[src/rtl/gle_pkg.sv]
// Shared types, constants and helpers of the grid local extremum detector.
`timescale 1ns / 1ps
package gle_pkg;

    localparam int MAX_WINDOW  = 7;
    localparam int MAX_COLUMNS = 1024;
    localparam int VALUE_BITS  = 32;
    localparam int COL_BITS    = 10;
    localparam int ROW_BITS    = 16;
    localparam int SLOT_BITS   = 3;
    localparam int CFG_BITS    = 16;
    localparam int IDX_BITS    = 3;

    localparam logic [IDX_BITS-1:0] REG_MODE        = 3'd0;
    localparam logic [IDX_BITS-1:0] REG_WINDOW_ROWS = 3'd1;
    localparam logic [IDX_BITS-1:0] REG_WINDOW_COLS = 3'd2;
    localparam logic [IDX_BITS-1:0] REG_GRID_COLS   = 3'd3;
    localparam logic [IDX_BITS-1:0] REG_GRID_ROWS   = 3'd4;

    typedef logic [VALUE_BITS-1:0] t_value;
    typedef t_value [MAX_WINDOW-1:0] t_column;
    typedef logic [SLOT_BITS-1:0] t_slot;

    typedef struct packed {
        logic le;
        logic ge;
    } t_cell_flags;

    typedef enum logic [2:0] {
        ST_IDLE,
        ST_LOAD,
        ST_CENTRE,
        ST_COMPARE,
        ST_DECIDE,
        ST_EMIT_MIN,
        ST_EMIT_MAX
    } t_state;

    // Sum of two slot numbers modulo the line count, for operands below 8.
    function automatic t_slot slot_add(input logic [SLOT_BITS:0] a, input logic [SLOT_BITS:0] b);
        logic [SLOT_BITS+1:0] s;
        s = {1'b0, a} + {1'b0, b};
        if (s >= (SLOT_BITS+2)'(MAX_WINDOW)) begin
            s = s - (SLOT_BITS+2)'(MAX_WINDOW);
        end
        if (s >= (SLOT_BITS+2)'(MAX_WINDOW)) begin
            s = s - (SLOT_BITS+2)'(MAX_WINDOW);
        end
        return s[SLOT_BITS-1:0];
    endfunction

endpackage

[src/rtl/gle_cell.sv]
// Window cell: holds one window column by line slot and compares it with the centre.
`timescale 1ns / 1ps
module gle_cell (
    input  logic                  i_clk,
    input  logic                  i_shift,
    input  logic                  i_cmp,
    input  gle_pkg::t_column      i_col,
    input  gle_pkg::t_value       i_centre,
    input  logic [gle_pkg::MAX_WINDOW-1:0] i_mask,
    input  logic                  i_active,
    input  logic                  i_centre_here,
    input  gle_pkg::t_slot        i_centre_slot,
    output gle_pkg::t_column      o_col,
    output gle_pkg::t_cell_flags  o_flags
);
    import gle_pkg::*;

    t_column     r_col;
    t_cell_flags r_flags;
    t_cell_flags n_flags;

    always_comb begin
        n_flags = '0;
        for (int s = 0; s < MAX_WINDOW; s++) begin
            if (i_active && i_mask[s] &&
                !(i_centre_here && (i_centre_slot == SLOT_BITS'(s)))) begin
                if ($signed(r_col[s]) <= $signed(i_centre)) n_flags.le = 1'b1;
                if ($signed(r_col[s]) >= $signed(i_centre)) n_flags.ge = 1'b1;
            end
        end
    end

    always_ff @(posedge i_clk) begin
        if (i_shift) begin
            r_col <= i_col;
        end
        if (i_cmp) begin
            r_flags <= n_flags;
        end
    end

    assign o_col   = r_col;
    assign o_flags = r_flags;

endmodule

[config.mk]
export PLATFORM = sky130hd
export DESIGN_NAME = gle_cell
export DESIGN_NICKNAME = d
export VERILOG_FILES = /design/src/rtl/gle_pkg.sv /design/src/rtl/gle_cell.sv
export SDC_FILE = /design/constraint.sdc
export NUM_CORES = 1
export LEC_CHECK = 0
export ABC_CLOCK_PERIOD_IN_PS = 5600
export BUFFER_PORTS_ARGS = -buffer_cell sky130_fd_sc_hd__buf_2
export CAP_MARGIN = 5
export CORE_AREA = 2 2 195 197
export DETAILED_ROUTE_END_ITERATION = 10
export DIE_AREA = 0 0 197 199
export SLEW_MARGIN = 20
export SYNTH_ARGS = -nofsm -noshare
export SYNTH_HDL_FRONTEND = slang
export SYNTH_SLANG_ARGS = --single-unit
[constraint.sdc]
create_clock -name i_clk -period 5.6 [get_ports i_clk]
set_input_delay 0.56 -clock i_clk [delete_from_list [all_inputs] [get_ports i_clk]]
set_output_delay 0.56 -clock i_clk [all_outputs]
set_load 0.01 [all_outputs]
==> summary.txt <==
Floorplanning
  • Die area: 39,200 um^2
  • Initial core utilization: 0.326
  • Core area: 37,100 um^2
  • # IOs: 497
  • DIE WIDTH: 197 um
  • Die H: 199 um
  • Core Rows: 71

STA
  • Final Slew Violations: 0
  • WHS: 0.179 ns
  • Final setup margin: 2.38 ns
  • Slew @ Worst Pin: 0.997 ns
  • Relative slew slack: 0.336
  • Clock skew: 0.0155 ns
  • Fin. Hold Viols: 0
  • Final setup vio count: 0
  • Fin crit share: 0.575
  • Final min period: 3.22 ns
  • Max Clock Freq: 311 MHz
  • RSZ-0062 raised after global routing: false
  • Sum Neg Setup Slack: 0 ns

Critical path
  • Setup crit start kind: flop
  • Worst setup EP type: flop
  • Maximum fanout along the worst path: 2
  • WP data required: 5.89 ns
  • CP Class: reg2reg
  • Arr. time, crit path: 3.51 ns
  • R2R setup slack: 2.38 ns

Final layout
  • Area growth, synth to finish: 32.8%
  • Final net count: 1,906
  • Share of post-route cells with drive strength above 1: 0.387
  • Fin cells: 1,910

Synth
  • Mapped cell area: 12,100 um^2
  • Mapped Cells: 885
  • Asr flop ratio synth: 0
  • Yosys reg bits: 226
  • Distinct cells, synth: 63
  • Predominant post-synthesis flop cell: edfxtp_1
  • Sequential-to-total area share from yosys stat: 0.561
  • Syn Area/Cell: 13.7 um^2
  • Post-Syn Nets: 1,380
  • Synth warn: 0
  • Post-synth EDFFs: 226

Global route
  • Vias in the first global route: 9,773
  • First-pass GRT wire length: 60.3 mm
  • Largest net degree at the start of global routing: 130
  • Gr usage total: 0.211
  • Initial antenna violation count: 10
  • Remaining Overflow, GRT: 0

Clocking
  • Resized Gates After CTS: 0
  • H-tree depth: 1
  • CTS hold repair buffers: 0
  • Post-CTS Setup Inserts: 0
  • Root Driver: clkbuf_16
  • Cts bufs inserted: 26
  • Clock Latency Late Sink: 0.55 ns
  • TritonCTS clock tree: done
  • Clock tree buffer depth: 3
  • Clock sinks: 226
  • CTS clk-pin slew, worst paths: 0.07 ns

Placed design
  • Place WS: 2.03 ns
  • Post-DP HPWL: 36.1 mm
  • Placed insts: 1,857
  • Placer congestion estimate: 0.856
  • Port Buffers: 496

Hold path
  • Hold Path Class: in2reg

Drt
  • Initial DRC count: 603
  • Drt pass-1 iters: 5
  • Post-route DRC: 0
  • DRT Wirelength: 43.4 mm
  • Via Count: 9,810
  • DR WL/cell: 22.7 um
  • Detail Route Antenna Nets: 0
  • Vias/cell: 5.14

Pwr
  • Total power draw: 4.72 mW
  • Max VDD drop: 0.241 mV
  • Pleak: 7.36 nW
  • PD cells: 294 nW/um^2

Flow run
  • # Max-Cap Violations: 0

Status
  • Status: complete, no violations
-- cells in the mapped netlist (3+ instances only) --
cell type | number | area share
edfxtp_1 | 226 | 0.56
ha_1 | 224 | 0.23
a21oi_1 | 98 | 0.041
nand4_1 | 50 | 0.026
inv_1 | 49 | 0.015
nand2_1 | 47 | 0.015
nand3_1 | 27 | 0.011
o21ai_0 | 20 | 0.0083
a21o_1 | 17 | 0.011
nor4_1 | 12 | 0.0062
o211ai_1 | 11 | 0.0068
nor2b_1 | 10 | 0.0052
nor2_1 | 8 | 0.0025
a211oi_1 | 5 | 0.0031
a31oi_1 | 5 | 0.0026
a2111oi_0 | 4 | 0.0029
mux2i_1 | 4 | 0.0033
nor3_1 | 4 | 0.0017
o21a_1 | 4 | 0.0025
a221oi_1 | 3 | 0.0022
o21ai_1 | 3 | 0.0012
-- cells in the final DEF (no fill, tap or decap), drive strengths merged, types with 8 or more instances in the layout --
cell / instances
a21o: 17
a21oi: 100
buf: 498
clkbuf: 32
clkinv: 9
edfxtp: 226
ha: 224
inv: 50
nand2: 48
nand3: 27
nand4: 50
nor2: 8
nor2b: 11
nor4: 13
o211ai: 11
o21ai: 23
-- per-layer routing --
metal	track usage	vias up	wire (um)
met2	0.337	386	20200
met4	0.0640	4	1170
met5	0	-	22
li1	-	4617	-
met3	0.0546	64	3230
met1	0.283	4739	18900
-- layout make-up --
type / instances / area (um^2)
Fill cell: 3510 / 21100
Sequential cell: 226 / 6790
Multi-Input combinational cell: 610 / 5120
Timing Repair Buffer: 498 / 2510
Clock buffer: 32 / 694
Tap cell: 474 / 593
Inverter: 49 / 184
Clock inverter: 15 / 159
Antenna cell: 6 / 15.0
-- kinds of logic (layout without fill, tap and decap cells) --
group | Yosys count | count (layout) | synth area share
other | 0 | 6 | 0
AOI/OAI and AO/OA | 197 | 197 | 0.101
muxes | 6 | 6 | 0.00548
and+or+nand+nor | 181 | 181 | 0.0836
buffers and inverters | 49 | 594 | 0.0152
xor gates and xnor gates | 2 | 2 | 0.00145
DFF | 226 | 226 | 0.561
adders and majority gates | 224 | 224 | 0.232
-- metrics by stage --
step	area, um^2	utilization
global placement	15200	0.409
detailed placement	15200	0.409
floorplan	12100	-
global route	16100	0.432
finish	16100	0.433
CTS	16000	0.432
-- registers in the layout (all words and copies together) (netlist names) --
signal and flops:
o_col 224, o_flags 2
-- report_power, final --
group	total (mW)	switching (mW)	internal, mW
combinational	0.851	0.490	0.361
sequential	2.15	0.125	2.02
clock	1.72	0.704	1.02
-- final timing paths --
kind                        start                   end  cells past startpoint
max          o_col[185]$_DFFE_PP_  o_flags[1]$_DFFE_PP_                      9
min reg2reg   o_col[95]$_DFFE_PP_  o_flags[0]$_DFFE_PP_                      5
max reg2reg  o_col[185]$_DFFE_PP_  o_flags[1]$_DFFE_PP_                      9
min                      i_col[1]    o_col[1]$_DFFE_PP_                      1
-- worst max-delay path, stage by stage (launching register included) --
cell	delay, ns
edfxtp_1	0.49
ha_1	0.34
a21o_1	0.19
nand3_1	0.10
a21oi_1	0.10
a2111oi_1	0.70
a21boi_1	0.25
mux2_1	0.35
a211oi_1	0.31
nand4_1	0.13
Power figures use the tool's default switching activity.
